--- config.mk ---
export PLATFORM = sky130hd
export DESIGN_NAME = packet_dedupe_and_flood_relay_top
export DESIGN_NICKNAME = d
export VERILOG_FILES = /design/src/sv/dfr_pkg.sv /design/src/sv/dfr_ram.sv /design/src/sv/dfr_ctrl.sv /design/src/sv/dfr_datapath.sv /design/src/sv/packet_dedupe_and_flood_relay_top.sv
export SDC_FILE = /design/constraint.sdc
export NUM_CORES = 2
export LEC_CHECK = 0
export ABC_CLOCK_PERIOD_IN_PS = 36600
export BUFFER_PORTS_ARGS = -buffer_cell sky130_fd_sc_hd__buf_2
export CAP_MARGIN = 20
export CORE_MARGIN = 5
export CORE_UTILIZATION = 35
export CTS_BUF_LIST = sky130_fd_sc_hd__clkbuf_4 sky130_fd_sc_hd__clkbuf_8 sky130_fd_sc_hd__clkbuf_16
export DETAILED_ROUTE_END_ITERATION = 6
export GPL_ROUTABILITY_DRIVEN = 0
export HOLD_SLACK_MARGIN = 0.02
export SYNTH_ARGS = -nofsm -noshare
export SYNTH_HDL_FRONTEND = slang
export SYNTH_SLANG_ARGS = --single-unit
--- constraint.sdc ---
create_clock -name clk -period 36.6 [get_ports clk]
set_input_delay 0 -clock clk [delete_from_list [all_inputs] [get_ports clk]]
set_output_delay 0 -clock clk [all_outputs]
set_load 0.005 [all_outputs]
--- src/sv/dfr_pkg.sv ---
// ----------------------------------------------------------------------------
// dfr_pkg
// Shared types and constants for the packet dedupe and flood relay block.
// ----------------------------------------------------------------------------
package dfr_pkg;

    localparam int RING_DEPTH_DEF      = 4;
    localparam int NEIGHBOUR_SLOTS_DEF = 8;

    localparam int SEQ_W     = 16;
    localparam int HOP_W     = 4;
    localparam int SHADER_W  = 8;
    localparam int FEAT_W    = 64;
    localparam int MAC_W     = 48;
    localparam int TIME_W    = 32;
    localparam int COUNT_W   = 32;
    localparam int STALE_W   = 16;
    localparam int WINDOW_W  = 15;
    localparam int CFG_IDX_W = 2;
    localparam int CFG_DATA_W = 16;

    localparam logic [STALE_W-1:0]  STALE_MS_RST       = 16'd300;
    localparam logic [WINDOW_W-1:0] REORDER_WINDOW_RST = 15'd256;
    localparam logic [HOP_W-1:0]    MAX_HOP_RST        = 4'd3;

    localparam logic ACT_PACKET = 1'b0;
    localparam logic ACT_DRAIN  = 1'b1;

    typedef enum logic [CFG_IDX_W-1:0] {
        CFG_STALE_MS       = 2'd0,
        CFG_REORDER_WINDOW = 2'd1,
        CFG_MAX_HOP        = 2'd2
    } dfr_cfg_t;

    typedef enum logic [2:0] {
        ST_IDLE,
        ST_DECIDE,
        ST_LOOKUP,
        ST_COMPARE,
        ST_COMMIT
    } dfr_state_t;

    typedef struct packed {
        logic load;
        logic decide;
        logic compare;
        logic advance;
        logic commit;
    } dfr_cmd_t;

    typedef struct packed {
        logic is_drain;
        logic take;
        logic hit;
        logic scan_last;
    } dfr_sts_t;

    typedef struct packed {
        logic [SEQ_W-1:0]    seq;
        logic [HOP_W-1:0]    hop;
        logic [SHADER_W-1:0] shader;
        logic [FEAT_W-1:0]   feat_lo;
        logic [FEAT_W-1:0]   feat_hi;
    } dfr_ring_entry_t;

    typedef struct packed {
        logic [MAC_W-1:0]   mac;
        logic [COUNT_W-1:0] count;
    } dfr_nb_entry_t;

endpackage

--- src/sv/dfr_ram.sv ---
// ----------------------------------------------------------------------------
// dfr_ram
// Simple dual-port RAM: one write port, one read port with registered data.
// ----------------------------------------------------------------------------
module dfr_ram #(
    parameter int WIDTH = 8,
    parameter int DEPTH = 4,
    localparam int ADDR_W = (DEPTH > 1) ? $clog2(DEPTH) : 1
) (
    input  logic              clk,
    input  logic              we,
    input  logic [ADDR_W-1:0] waddr,
    input  logic [WIDTH-1:0]  wdata,
    input  logic [ADDR_W-1:0] raddr,
    output logic [WIDTH-1:0]  rdata
);

    logic [WIDTH-1:0] mem_reg [DEPTH];
    logic [WIDTH-1:0] rdata_reg;

    always_ff @(posedge clk)
    begin
        if (we)
        begin
            mem_reg[waddr] <= wdata;
        end
        rdata_reg <= mem_reg[raddr];
    end

    assign rdata = rdata_reg;

endmodule

--- src/sv/dfr_ctrl.sv ---
// ----------------------------------------------------------------------------
// dfr_ctrl
// Request sequencer: decide, walk the neighbour table, commit.
// ----------------------------------------------------------------------------
module dfr_ctrl (
    input  logic               clk,
    input  logic               rst_n,
    input  logic               start,
    input  dfr_pkg::dfr_sts_t  sts,
    output dfr_pkg::dfr_cmd_t  cmd,
    output logic               busy
);
    import dfr_pkg::*;

    dfr_state_t state_reg;
    dfr_state_t state_next;

    always_ff @(posedge clk or negedge rst_n)
    begin
        if (!rst_n)
        begin
            state_reg <= ST_IDLE;
        end
        else
        begin
            state_reg <= state_next;
        end
    end

    always_comb
    begin
        state_next = state_reg;
        cmd        = '0;
        busy       = 1'b1;
        unique case (state_reg)
            ST_IDLE:
            begin
                busy = 1'b0;
                if (start)
                begin
                    cmd.load   = 1'b1;
                    state_next = ST_DECIDE;
                end
            end
            ST_DECIDE:
            begin
                cmd.decide = 1'b1;
                if (sts.is_drain || !sts.take)
                begin
                    state_next = ST_IDLE;
                end
                else
                begin
                    state_next = ST_LOOKUP;
                end
            end
            ST_LOOKUP:
            begin
                state_next = ST_COMPARE;
            end
            ST_COMPARE:
            begin
                cmd.compare = 1'b1;
                if (sts.hit || sts.scan_last)
                begin
                    state_next = ST_COMMIT;
                end
                else
                begin
                    cmd.advance = 1'b1;
                    state_next  = ST_LOOKUP;
                end
            end
            ST_COMMIT:
            begin
                cmd.commit = 1'b1;
                state_next = ST_IDLE;
            end
            default:
            begin
                state_next = ST_IDLE;
            end
        endcase
    end

endmodule

--- src/sv/dfr_datapath.sv ---
// ----------------------------------------------------------------------------
// dfr_datapath
// Freshness check, neighbour table, relay ring, configuration and results.
// ----------------------------------------------------------------------------
module dfr_datapath #(
    parameter int RING_DEPTH      = dfr_pkg::RING_DEPTH_DEF,
    parameter int NEIGHBOUR_SLOTS = dfr_pkg::NEIGHBOUR_SLOTS_DEF,
    localparam int SLOT_W = $clog2(NEIGHBOUR_SLOTS + 1)
) (
    input  logic                                clk,
    input  logic                                rst_n,
    input  dfr_pkg::dfr_cmd_t                   cmd,
    output dfr_pkg::dfr_sts_t                   sts,
    input  logic                                cfg_we,
    input  logic [dfr_pkg::CFG_IDX_W-1:0]       cfg_index,
    input  logic [dfr_pkg::CFG_DATA_W-1:0]      cfg_data,
    input  logic                                action,
    input  logic [dfr_pkg::TIME_W-1:0]          now_ms,
    input  logic                                packet_ok,
    input  logic [dfr_pkg::MAC_W-1:0]           sender_mac,
    input  logic [dfr_pkg::SEQ_W-1:0]           seq,
    input  logic [dfr_pkg::HOP_W-1:0]           hop,
    input  logic [dfr_pkg::SHADER_W-1:0]        shader,
    input  logic [dfr_pkg::FEAT_W-1:0]          features_low,
    input  logic [dfr_pkg::FEAT_W-1:0]          features_high,
    output logic                                done,
    output logic                                accepted,
    output logic                                resync,
    output logic                                relay_queued,
    output logic                                relay_dropped,
    output logic [SLOT_W-1:0]                   source_slot,
    output logic [dfr_pkg::COUNT_W-1:0]         source_count,
    output logic                                relay_valid,
    output logic [dfr_pkg::SEQ_W-1:0]           relay_seq,
    output logic [dfr_pkg::HOP_W-1:0]           relay_hop,
    output logic [dfr_pkg::SHADER_W-1:0]        relay_shader,
    output logic [dfr_pkg::FEAT_W-1:0]          relay_features_low,
    output logic [dfr_pkg::FEAT_W-1:0]          relay_features_high
);
    import dfr_pkg::*;

    localparam int RING_AW = $clog2(RING_DEPTH);
    localparam int NB_AW   = (NEIGHBOUR_SLOTS > 1) ? $clog2(NEIGHBOUR_SLOTS) : 1;
    localparam logic [SLOT_W-1:0]  SLOT_NONE = SLOT_W'(NEIGHBOUR_SLOTS);
    localparam logic [NB_AW-1:0]   IDX_LAST  = NB_AW'(NEIGHBOUR_SLOTS - 1);
    localparam logic [RING_AW-1:0] RING_LAST = RING_AW'(RING_DEPTH - 1);

    // configuration
    logic [STALE_W-1:0]  stale_ms_reg;
    logic [WINDOW_W-1:0] reorder_window_reg;
    logic [HOP_W-1:0]    max_hop_reg;

    // latched request
    logic                action_reg;
    logic [TIME_W-1:0]   now_reg;
    logic                ok_reg;
    logic [MAC_W-1:0]    mac_reg;
    logic [SEQ_W-1:0]    seq_reg;
    logic [HOP_W-1:0]    hop_reg;
    logic [SHADER_W-1:0] shader_reg;
    logic [FEAT_W-1:0]   flo_reg;
    logic [FEAT_W-1:0]   fhi_reg;
    logic                resync_hold_reg;

    // dedupe and table state
    logic [SEQ_W-1:0]           last_seq_reg;
    logic                       seen_reg;
    logic [TIME_W-1:0]          last_time_reg;
    logic [RING_AW-1:0]         head_reg;
    logic [RING_AW-1:0]         tail_reg;
    logic [NEIGHBOUR_SLOTS-1:0] used_reg;
    logic [NB_AW-1:0]           idx_reg;
    logic                       hit_reg;

    // results
    logic                 done_reg;
    logic                 res_accepted_reg,  res_accepted_next;
    logic                 res_resync_reg,    res_resync_next;
    logic                 res_queued_reg,    res_queued_next;
    logic                 res_dropped_reg,   res_dropped_next;
    logic [SLOT_W-1:0]    res_slot_reg,      res_slot_next;
    logic [COUNT_W-1:0]   res_count_reg,     res_count_next;
    logic                 res_rvalid_reg,    res_rvalid_next;
    logic [SEQ_W-1:0]     res_rseq_reg,      res_rseq_next;
    logic [HOP_W-1:0]     res_rhop_reg,      res_rhop_next;
    logic [SHADER_W-1:0]  res_rshader_reg,   res_rshader_next;
    logic [FEAT_W-1:0]    res_rflo_reg,      res_rflo_next;
    logic [FEAT_W-1:0]    res_rfhi_reg,      res_rfhi_next;

    // freshness
    logic [SEQ_W-1:0]    diff;
    logic signed [SEQ_W:0] delta_s;
    logic signed [SEQ_W:0] window_s;
    logic [TIME_W-1:0]   gap;
    logic                newer;
    logic                silence;
    logic                epoch;
    logic                take;
    logic                is_drain;

    assign is_drain = (action_reg == ACT_DRAIN);
    assign diff     = seq_reg - last_seq_reg;
    assign delta_s  = $signed({diff[SEQ_W-1], diff});
    assign window_s = -$signed({2'b00, reorder_window_reg});
    assign epoch    = delta_s < window_s;
    assign newer    = !diff[SEQ_W-1] && (diff != '0);
    assign gap      = now_reg - last_time_reg;
    assign silence  = gap > {{(TIME_W - STALE_W){1'b0}}, stale_ms_reg};
    assign take     = ok_reg && (!seen_reg || newer || silence || epoch);

    // neighbour table
    dfr_nb_entry_t    nb_rd;
    dfr_nb_entry_t    nb_wr;
    logic             nb_we;
    logic [NB_AW-1:0] nb_waddr;
    logic             hit_now;
    logic             free_found;
    logic [NB_AW-1:0] free_idx;
    logic [COUNT_W-1:0] nb_inc;

    dfr_ram #(
        .WIDTH ($bits(dfr_nb_entry_t)),
        .DEPTH (NEIGHBOUR_SLOTS)
    ) u_nb_ram (
        .clk   (clk),
        .we    (nb_we),
        .waddr (nb_waddr),
        .wdata (nb_wr),
        .raddr (idx_reg),
        .rdata (nb_rd)
    );

    assign hit_now = used_reg[idx_reg] && (nb_rd.mac == mac_reg);
    assign nb_inc  = (nb_rd.count == '1) ? nb_rd.count : nb_rd.count + 1'b1;

    always_comb
    begin
        free_found = 1'b0;
        free_idx   = '0;
        for (int i = NEIGHBOUR_SLOTS - 1; i >= 0; i--)
        begin
            if (!used_reg[i])
            begin
                free_found = 1'b1;
                free_idx   = NB_AW'(i);
            end
        end
    end

    assign nb_we     = cmd.commit && (hit_reg || free_found);
    assign nb_waddr  = hit_reg ? idx_reg : free_idx;
    assign nb_wr.mac = mac_reg;
    assign nb_wr.count = hit_reg ? nb_inc : COUNT_W'(1);

    // relay ring
    dfr_ring_entry_t    ring_rd;
    dfr_ring_entry_t    ring_wr;
    logic [RING_AW-1:0] head_inc;
    logic [RING_AW-1:0] tail_inc;
    logic               want_relay;
    logic               ring_full;
    logic               ring_empty;
    logic               ring_we;
    logic               pop;

    dfr_ram #(
        .WIDTH ($bits(dfr_ring_entry_t)),
        .DEPTH (RING_DEPTH)
    ) u_ring_ram (
        .clk   (clk),
        .we    (ring_we),
        .waddr (head_reg),
        .wdata (ring_wr),
        .raddr (tail_reg),
        .rdata (ring_rd)
    );

    assign head_inc   = (head_reg == RING_LAST) ? '0 : head_reg + 1'b1;
    assign tail_inc   = (tail_reg == RING_LAST) ? '0 : tail_reg + 1'b1;
    assign want_relay = hop_reg < max_hop_reg;
    assign ring_full  = (head_inc == tail_reg);
    assign ring_empty = (head_reg == tail_reg);
    assign ring_we    = cmd.commit && want_relay && !ring_full;
    assign pop        = cmd.decide && is_drain && !ring_empty;

    assign ring_wr.seq     = seq_reg;
    assign ring_wr.hop     = hop_reg + 1'b1;
    assign ring_wr.shader  = shader_reg;
    assign ring_wr.feat_lo = flo_reg;
    assign ring_wr.feat_hi = fhi_reg;

    // status
    assign sts.is_drain  = is_drain;
    assign sts.take      = take;
    assign sts.hit       = hit_now;
    assign sts.scan_last = (idx_reg == IDX_LAST);

    // configuration registers
    always_ff @(posedge clk or negedge rst_n)
    begin
        if (!rst_n)
        begin
            stale_ms_reg       <= STALE_MS_RST;
            reorder_window_reg <= REORDER_WINDOW_RST;
            max_hop_reg        <= MAX_HOP_RST;
        end
        else if (cfg_we)
        begin
            unique case (cfg_index)
                CFG_STALE_MS:       stale_ms_reg       <= cfg_data[STALE_W-1:0];
                CFG_REORDER_WINDOW: reorder_window_reg <= cfg_data[WINDOW_W-1:0];
                CFG_MAX_HOP:        max_hop_reg        <= cfg_data[HOP_W-1:0];
                default:            ;
            endcase
        end
    end

    // latch request
    always_ff @(posedge clk)
    begin
        if (cmd.load)
        begin
            action_reg <= action;
            now_reg    <= now_ms;
            ok_reg     <= packet_ok;
            mac_reg    <= sender_mac;
            seq_reg    <= seq;
            hop_reg    <= hop;
            shader_reg <= shader;
            flo_reg    <= features_low;
            fhi_reg    <= features_high;
        end
        if (cmd.decide)
        begin
            resync_hold_reg <= silence || epoch;
        end
    end

    // dedupe, ring pointers, table walk
    always_ff @(posedge clk or negedge rst_n)
    begin
        if (!rst_n)
        begin
            last_seq_reg  <= '0;
            seen_reg      <= 1'b0;
            last_time_reg <= '0;
            head_reg      <= '0;
            tail_reg      <= '0;
            used_reg      <= '0;
            idx_reg       <= '0;
            hit_reg       <= 1'b0;
        end
        else
        begin
            if (cmd.decide)
            begin
                idx_reg <= '0;
                if (!is_drain && take)
                begin
                    last_seq_reg  <= seq_reg;
                    seen_reg      <= 1'b1;
                    last_time_reg <= now_reg;
                end
            end
            if (pop)
            begin
                tail_reg <= tail_inc;
            end
            if (cmd.compare)
            begin
                hit_reg <= hit_now;
            end
            if (cmd.advance)
            begin
                idx_reg <= idx_reg + 1'b1;
            end
            if (ring_we)
            begin
                head_reg <= head_inc;
            end
            if (cmd.commit && !hit_reg && free_found)
            begin
                used_reg[free_idx] <= 1'b1;
            end
        end
    end

    // results
    always_comb
    begin
        res_accepted_next = 1'b0;
        res_resync_next   = 1'b0;
        res_queued_next   = 1'b0;
        res_dropped_next  = 1'b0;
        res_slot_next     = SLOT_NONE;
        res_count_next    = '0;
        res_rvalid_next   = 1'b0;
        res_rseq_next     = '0;
        res_rhop_next     = '0;
        res_rshader_next  = '0;
        res_rflo_next     = '0;
        res_rfhi_next     = '0;
        if (cmd.commit)
        begin
            res_accepted_next = 1'b1;
            res_resync_next   = resync_hold_reg;
            res_queued_next   = ring_we;
            res_dropped_next  = want_relay && ring_full;
            if (hit_reg)
            begin
                res_slot_next  = SLOT_W'(idx_reg);
                res_count_next = nb_inc;
            end
            else if (free_found)
            begin
                res_slot_next  = SLOT_W'(free_idx);
                res_count_next = COUNT_W'(1);
            end
        end
        else if (pop)
        begin
            res_rvalid_next  = 1'b1;
            res_rseq_next    = ring_rd.seq;
            res_rhop_next    = ring_rd.hop;
            res_rshader_next = ring_rd.shader;
            res_rflo_next    = ring_rd.feat_lo;
            res_rfhi_next    = ring_rd.feat_hi;
        end
    end

    logic finish;
    assign finish = (cmd.decide && (is_drain || !take)) || cmd.commit;

    always_ff @(posedge clk or negedge rst_n)
    begin
        if (!rst_n)
        begin
            done_reg <= 1'b0;
        end
        else
        begin
            done_reg <= finish;
        end
    end

    always_ff @(posedge clk)
    begin
        if (finish)
        begin
            res_accepted_reg <= res_accepted_next;
            res_resync_reg   <= res_resync_next;
            res_queued_reg   <= res_queued_next;
            res_dropped_reg  <= res_dropped_next;
            res_slot_reg     <= res_slot_next;
            res_count_reg    <= res_count_next;
            res_rvalid_reg   <= res_rvalid_next;
            res_rseq_reg     <= res_rseq_next;
            res_rhop_reg     <= res_rhop_next;
            res_rshader_reg  <= res_rshader_next;
            res_rflo_reg     <= res_rflo_next;
            res_rfhi_reg     <= res_rfhi_next;
        end
    end

    assign done                = done_reg;
    assign accepted            = res_accepted_reg;
    assign resync              = res_resync_reg;
    assign relay_queued        = res_queued_reg;
    assign relay_dropped       = res_dropped_reg;
    assign source_slot         = res_slot_reg;
    assign source_count        = res_count_reg;
    assign relay_valid         = res_rvalid_reg;
    assign relay_seq           = res_rseq_reg;
    assign relay_hop           = res_rhop_reg;
    assign relay_shader        = res_rshader_reg;
    assign relay_features_low  = res_rflo_reg;
    assign relay_features_high = res_rfhi_reg;

endmodule

--- src/sv/packet_dedupe_and_flood_relay_top.sv ---
// A drain or a rejected packet finishes in DECIDE; done is registered from that finish.
//   An accepted packet first walks k table slots, k <= NEIGHBOUR_SLOTS, then commits.
// Requests are taken one at a time: busy stays high until the request finishes, so
//   the neighbour table walk (one slot per LOOKUP and COMPARE, one read port) holds it off.
// The next request is taken in the cycle its predecessor's result is shown.
// Reset (async, active low) clears control state and loads register defaults at once.
// ----------------------------------------------------------------------------
// packet_dedupe_and_flood_relay_top
// Sequence-window packet dedupe with neighbour counting and a flood relay ring.
// ----------------------------------------------------------------------------
module packet_dedupe_and_flood_relay_top #(
    parameter int RING_DEPTH      = dfr_pkg::RING_DEPTH_DEF,
    parameter int NEIGHBOUR_SLOTS = dfr_pkg::NEIGHBOUR_SLOTS_DEF,
    localparam int SLOT_W = $clog2(NEIGHBOUR_SLOTS + 1)
) (
    input  logic                           clk,
    input  logic                           rst_n,
    input  logic                           start,
    output logic                           busy,
    input  logic                           cfg_valid,
    output logic                           cfg_ready,
    input  logic [dfr_pkg::CFG_IDX_W-1:0]  cfg_index,
    input  logic [dfr_pkg::CFG_DATA_W-1:0] cfg_data,
    input  logic                           action,
    input  logic [dfr_pkg::TIME_W-1:0]     now_ms,
    input  logic                           packet_ok,
    input  logic [dfr_pkg::MAC_W-1:0]      sender_mac,
    input  logic [dfr_pkg::SEQ_W-1:0]      seq,
    input  logic [dfr_pkg::HOP_W-1:0]      hop,
    input  logic [dfr_pkg::SHADER_W-1:0]   shader,
    input  logic [dfr_pkg::FEAT_W-1:0]     features_low,
    input  logic [dfr_pkg::FEAT_W-1:0]     features_high,
    output logic                           done,
    output logic                           accepted,
    output logic                           resync,
    output logic                           relay_queued,
    output logic                           relay_dropped,
    output logic [SLOT_W-1:0]              source_slot,
    output logic [dfr_pkg::COUNT_W-1:0]    source_count,
    output logic                           relay_valid,
    output logic [dfr_pkg::SEQ_W-1:0]      relay_seq,
    output logic [dfr_pkg::HOP_W-1:0]      relay_hop,
    output logic [dfr_pkg::SHADER_W-1:0]   relay_shader,
    output logic [dfr_pkg::FEAT_W-1:0]     relay_features_low,
    output logic [dfr_pkg::FEAT_W-1:0]     relay_features_high
);
    import dfr_pkg::*;

    dfr_cmd_t cmd;
    dfr_sts_t sts;
    logic     cfg_we;

    assign cfg_ready = !busy;
    assign cfg_we    = cfg_valid && cfg_ready;

    dfr_ctrl u_ctrl (
        .clk   (clk),
        .rst_n (rst_n),
        .start (start),
        .sts   (sts),
        .cmd   (cmd),
        .busy  (busy)
    );

    dfr_datapath #(
        .RING_DEPTH      (RING_DEPTH),
        .NEIGHBOUR_SLOTS (NEIGHBOUR_SLOTS)
    ) u_datapath (
        .clk                 (clk),
        .rst_n               (rst_n),
        .cmd                 (cmd),
        .sts                 (sts),
        .cfg_we              (cfg_we),
        .cfg_index           (cfg_index),
        .cfg_data            (cfg_data),
        .action              (action),
        .now_ms              (now_ms),
        .packet_ok           (packet_ok),
        .sender_mac          (sender_mac),
        .seq                 (seq),
        .hop                 (hop),
        .shader              (shader),
        .features_low        (features_low),
        .features_high       (features_high),
        .done                (done),
        .accepted            (accepted),
        .resync              (resync),
        .relay_queued        (relay_queued),
        .relay_dropped       (relay_dropped),
        .source_slot         (source_slot),
        .source_count        (source_count),
        .relay_valid         (relay_valid),
        .relay_seq           (relay_seq),
        .relay_hop           (relay_hop),
        .relay_shader        (relay_shader),
        .relay_features_low  (relay_features_low),
        .relay_features_high (relay_features_high)
    );

endmodule

# After elaboration in Yosys (flattened, before gate mapping)

Memory sizes are Yosys's and may differ from the RTL's. A register that Yosys moved wholly into a read port is not among the register bits.
Cells that the tools add are included.

Register bits: 540
Bits in latches: 0
Memory bits (writable): 1264
ROM bits: 0
Bits of input ports: 260
Word-level logic and storage cells: 154
Memories: 2

Add/sub/neg operators: 8
Multipliers: 0
Div/mod/pow operators: 0
$lt $le $gt $ge: 6
Equality and inequality tests: 14
Shifts and indexed selects: 0
Mux-type cells: 48
Bitwise operators: 2
Reductions and logical operators: 39

Memories:

| name                          | words | bits a word | read ports | clocked after Yosys merged registers in | wr ports | line          | RTL |
|---|---|---|---|---|---|---|---|
| u_datapath.u_nb_ram.mem_reg   | 8     | 80          | 1          | 1                                       | 1        | dfr_ram.sv:18 | `logic [WIDTH-1:0] mem_reg [DEPTH];` |
| u_datapath.u_ring_ram.mem_reg | 4     | 156         | 1          | 1                                       | 1        | dfr_ram.sv:18 |  |

Operators by type and width:

| operator                                                                      | number |
|---|---|
| 32-bit two-way mux                                                            | 3 |
| 48-bit == test                                                                | 1 |
| 3-bit two-way mux                                                             | 13 |
| 32-bit by 1-bit adder with 32-bit output (second input constant)              | 1 |
| 32-bit == test (second input constant)                                        | 1 |
| 32-bit by 16-bit greater-than comparator with 1-bit output                    | 1 |
| 32-bit subtractor                                                             | 1 |
| 1-bit two-way mux                                                             | 23 |
| 16-bit by 17-bit less-than comparator with 1-bit output                       | 1 |
| 15-bit negator with 17-bit output                                             | 1 |
| 16-bit nonzero test                                                           | 1 |
| 16-bit subtractor                                                             | 1 |
| 1-bit logical AND                                                             | 15 |
| 3-bit one-hot mux with 4 select lines                                         | 1 |
| 1-bit logical OR                                                              | 8 |
| 3-bit by 4-bit less-than comparator with 1-bit output (second input constant) | 2 |
| 2-bit two-way mux                                                             | 4 |
| 4-bit two-way mux                                                             | 2 |
| 8-bit bitwise OR                                                              | 1 |
| 2-bit AND reduction                                                           | 4 |
| 1-bit zero test                                                               | 7 |
| 2-bit == test (second input constant)                                         | 3 |
| 3-bit by 2-bit == test with 1-bit output (second input constant)              | 2 |
| 3-bit == test (second input constant)                                         | 2 |
| other kinds (16)                                                              | 18 |

# Depth between registers and ports, before layout

Depth in word-level cells: 13
Mapped depth: 22
Depth with buffers taken out: 20

# Cells and area by module

From an unflattened synthesis, not the netlist that was laid out.

Cell total of the unflattened synthesis: 3765
Area, all modules: 75502.4 µm²

By module, submodules not included:

| module                            | times used | cells each | area an instance (µm²) | seq. area each (µm²) |
|---|---|---|---|---|
| dfr_ram (u_datapath.u_ring_ram)   | 1          | 975        | 25822.3                | 21861.0 |
| dfr_ram (u_datapath.u_nb_ram)     | 1          | 1018       | 25654.6                | 20820.0 |
| dfr_datapath                      | 1          | 1751       | 23846.6                | 15628.7 |
| dfr_ctrl                          | 1          | 19         | 168.9                  | 75.1 |
| packet_dedupe_and_flood_relay_top | 1          | 2          | 10.0                   | 0.0 |

# Least setup slack after synthesis

No wires, ideal clock.

Path kind: register -> register
From: reg u_datapath.seq_reg[8]
To: reg u_datapath.done_reg (netlist: u_datapath.done)
Setup time: 1.548 ns
Data arrival time: 17.533 ns
Required time: 35.052 ns
Slack: 17.519 ns
Cell stages (with the launch flop): 18
Clock period less this slack: 19.081 ns
Cell sequence: edfxtp_1 ha_1 nand4_1 a2111oi_0 o31ai_1 o21ai_0 a21oi_1 xnor2_1 ha_1 and4_1 o221ai_1 a21oi_1 o211ai_1 a2111oi_0 nand4b_1 nor4_4 a21oi_1 o21ai_0

Cells in the longest elaborated chain, start to end: 11
Elaborated cells between the ends (all ways): 13
Those cells by class: 1 x add/sub; 1 x order compare; 11 x reduce/logical

RTL lines:

| what                                                                                            | line                | RTL |
|---|---|---|
| start, declared                                                                                 | dfr_datapath.sv:58  | `logic [SEQ_W-1:0] seq_reg;` |
| start signal, assigned                                                                          | dfr_datapath.sv:227 | `seq_reg <= seq;` |
| 16-bit subtractor *                                                                             | dfr_datapath.sv:102 | `assign diff = seq_reg - last_seq_reg;` |
| branches (longest 4 deep; another with 16-bit by 17-bit less-than comparator with 1-bit output) | --                  |  |
| 1-bit logical OR *                                                                              | dfr_datapath.sv:109 | `assign take = ok_reg && (!seen_reg \|\| newer \|\| silence \|\| epoch);` |
| 1-bit logical AND *                                                                             | dfr_datapath.sv:109 |  |
| 1-bit zero test *                                                                               | dfr_datapath.sv:332 | `assign finish = (cmd.decide && (is_drain \|\| !take)) \|\| cmd.commit;` |
| 1-bit logical OR *                                                                              | dfr_datapath.sv:332 |  |
| 1-bit logical AND *                                                                             | dfr_datapath.sv:332 |  |
| 1-bit logical OR *                                                                              | dfr_datapath.sv:332 |  |
| named net u_datapath.finish                                                                     | dfr_datapath.sv:331 | `logic finish;` |
| end signal, assigned                                                                            | dfr_datapath.sv:342 | `done_reg <= finish;` |
| end, declared                                                                                   | dfr_datapath.sv:76  | `logic done_reg;` |

Mark *: on every way through the listed nets, which the timed path passes.
A chain may end at the register's enable or synchronous reset.

# Worst setup path after layout

From: reg u_datapath.seq_reg[7]
To: reg u_datapath.res_rflo_reg[14] (netlist: u_datapath.relay_features_low[14]), enable pin

Cells in the longest elaborated chain, start to end: 11
Elaborated cells between the ends (all ways): 13
Those cells by class: 1 x add/sub; 1 x order compare; 11 x reduce/logical

RTL lines:

| what                                                                                            | line                | RTL |
|---|---|---|
| 16-bit subtractor *                                                                             | dfr_datapath.sv:102 |  |
| branches (longest 4 deep; another with 16-bit by 17-bit less-than comparator with 1-bit output) | --                  |  |
| 1-bit logical OR *                                                                              | dfr_datapath.sv:109 |  |
| 1-bit logical AND *                                                                             | dfr_datapath.sv:109 |  |
| 1-bit zero test *                                                                               | dfr_datapath.sv:332 |  |
| 1-bit logical OR *                                                                              | dfr_datapath.sv:332 |  |
| 1-bit logical AND *                                                                             | dfr_datapath.sv:332 |  |
| 1-bit logical OR *                                                                              | dfr_datapath.sv:332 |  |
| named net u_datapath.finish                                                                     | dfr_datapath.sv:331 |  |
| end signal, assigned                                                                            | dfr_datapath.sv:360 | `res_rflo_reg <= res_rflo_next;` |
| end, declared                                                                                   | dfr_datapath.sv:87  | `logic [FEAT_W-1:0] res_rflo_reg, res_rflo_next;` |

Marks and branches as above.

==> out/metrics.yaml <==
logic_synthesis:
  syn_area_per_cell_um2: 20.0
  synth_area_leaders: "edfxtp_1 68%, mux4_2 9.6%, dfxtp_1 6.3%"
  synth_cell_type_count: 77
  yosys_warnings: 0
  syn_area_um2: 74900
  yosys-top-cells-count: "1700 x edfxtp_1, 318 x mux4_2, 236 x dfxtp_1, 179 x and2_1, 139 x mux2_2"
  synth_ff_type: "edfxtp_1"
  synth.top_cell.area_share_pct: 68.1
  postSynthCellCount: 3749
  yosys_register_bits: 2040
  synth_most_common_cell: "edfxtp_1"
  async_flop_share_pct: 5.10
  ys_seq_area_share_pct: 77.9
  syn_nets: 4102
  yosys.area.top_type: "edfxtp_1"
  synth_edf_count: 1700
worst_setup_path:
  critPathLaunch: "u_datapath.seq_reg[7]$_DFFE_PP_"
  end_kind: "flip-flop"
  crit_type: "reg2reg"
  startpoint_type: "flip-flop"
  path_max_fanout: 51
  r2r_start: "u_datapath.seq_reg[7]$_DFFE_PP_"
  cp.arrival_ns: 7.40
  cp.required_ns: 37.03
placed_design:
  place_ws_ns: 29.49
  port_buffers: 459
  hpwl_um: 99900
  placed_area_um2: 80800
  place_inst: 6953
power:
  worst_ir_drop_vdd_mv: 0.0492
  total_power_mw: 6.16
  leakagePower_nw: 31.5
  pwr_density_cell_nw_per_um2: 66.1
drt:
  wl_per_cell_um: 21.8
  drt-total-wl_um: 172000
  ant_nets: 0
  drtIter0Drc: 2496
  vias: 37600
  avgViaCountPerCell: 4.77
  drc: 0
  first_pass_iters: 6
layout:
  syn_to_final_growth_pct: 24.4
  layout-drive-gt1-share_pct: 27.7
  stdcell_count: 7878
  fin_area_um2: 93200
  fillers: 18300
  fin_nets: 5208
  largest_reg_flops: 640
timing:
  worst_pin_slew_ns: 1.12
  hold_viol: 0
  setup_viol: 0
  min_period_ns: 6.96
  finalClockSkew_ns: 0.0817
  maxSlewViolCount: 0
  rsz0062_at_grt: "false"
  max_freq_ghz: 0.144
  setup_slack_ns: 29.64
  setup_tns_ns: 0
  relSlewSlack_pct: 25.0
  finalCritPeriodShare_pct: 19.0
clock_network:
  cts_hold_buffers: 516
  tritoncts: "built"
  path_clk_slew_ns: 0.06
  cts_resized: 0
  root_buffer: "clkbuf_16"
  cts_setup_buffers: 0
  cts_buffers: 205
  clock-sinks: 2040
  cts_buffer_depth: 3
  cts_htree_levels: 4
  clk_latency_ns: 0.86
global_routing:
  grt_start_max_net_pins: 160
  grt_pass1_vias: 40300
  grt_pass1_wl_um: 256000
  grt_overflow: 0
  antenna_found_initial: 33
  grt_use_total_pct: 15.2
die:
  core_area_um2: 213000
  start_util_pct: 35.3
  die_h_um: 473
  die_area_um2: 223000
  rows: 169
  die_w_um: 473
  io_pins: 460
run:
  drv_cap: 0
worst_hold_path:
  min_from: "cfg_data[12]"
  hp-class: "in2reg"
status:
  status: "complete, no violations"
-- worst max-delay path: stages, from the launching register on --
cell and delay [ns]:
edfxtp_1 0.45, ha_1 0.44, nand4_1 0.16, a2111oi_0 0.73
o31ai_1 0.26, o21ai_0 0.21, a21oi_1 0.10, xnor2_1 0.32
ha_1 0.22, and4_1 0.19, o221ai_1 0.10, a21oi_1 0.20
o211ai_1 0.11, a2111oi_0 0.40, nand4b_1 0.21, nor4_4 0.44
a21oi_1 0.20, o21ai_4 0.27, buf_4 0.73, buf_4 0.73
-- layout by cell type (no fill, tap or decap), drive strengths merged, types with 12 or more instances in the layout --
cell         count
mux2           149
mux4           318
dlygate4sd3    515
clkinv          73
buf            510
inv            114
ha              91
a21oi           58
nor2            97
dfrtp           97
nand3           31
and2           180
nand2           95
xor2            79
edfxtp        1700
bufinv          19
nor2b           28
nor3            21
clkinvlp        12
dfxtp          236
o21ai           77
nor4            24
nand4           21
diode           20
nand2b          12
xnor2           44
a21o            17
clkbuf         279
-- worst paths after layout --
kind / to / slack, ns / cells after the start
worst max-delay path: u_datapath.relay_features_low[14]$_SDFFCE_PP0P_ / 29.64 / 19
worst min register to register: u_datapath.relay_shader[3]$_SDFFCE_PP0P_ / 0.45 / 1
min in group asynchronous: u_datapath.stale_ms_reg[2]$_DFFE_PN1P_ / 0.27 / 3
worst max register to register: u_datapath.relay_features_low[14]$_SDFFCE_PP0P_ / 29.64 / 19
worst min-delay path: u_datapath.stale_ms_reg[12]$_DFFE_PN0P_ / 0.08 / 4
max in group asynchronous: u_datapath.idx_reg[0]$_DFFE_PN0P_ / 35.38 / 4
-- final cells by class --
| type | count | area (um2) | area share [%] |
|---|---|---|---|
| Clock inverter | 110 | 1290 | 1.39 |
| Inverter | 108 | 405 | 0.435 |
| Multi-Input combinational cell | 1475 | 15800 | 16.9 |
| Clock buffer | 279 | 5840 | 6.27 |
| Timing Repair Buffer | 1025 | 7910 | 8.49 |
| Antenna cell | 20 | 50.0 | 0.0537 |
| Sequential cell | 2040 | 58400 | 62.7 |
| Tap cell | 2821 | 3530 | 3.79 |
-- cells by family after synthesis --
| group | Yosys count | synth area share [%] |
|---|---|---|
| flops | 2040 | 77.9 |
| simple gates | 553 | 3.98 |
| mux | 473 | 11.9 |
| buf+inv | 234 | 1.20 |
| compound gates | 233 | 1.98 |
| xor+xnor | 123 | 1.44 |
| fa+ha+maj | 93 | 1.57 |
-- stage by stage --
step	util (%)	hold slack (ns)
after detailed placement	38.0	0.0668
after CTS	43.8	0.0256
after global placement	38.0	0.0738
after global routing	43.8	0.0345
final	43.9	0.0840
after floorplan	-	-0.296
-- power breakdown --
group,switching [mW],leakage [nW],internal (mW)
clock network,0.899,3.54,1.26
registers,0.151,18.3,2.75
logic,0.564,9.70,0.537
total,1.61,31.5,4.55
-- layer usage --
metal | track usage [%] | vias to the layer above | part of all wire [%]
met5 | 0 | - | 0.068
met3 | 3.31 | 310 | 5.0
met1 | 18.9 | 19400 | 41
met2 | 25.7 | 880 | 50
li1 | - | 17000 | -
met4 | 6.89 | 18 | 4.6
Note: power is estimated with default switching activity, not from simulation.
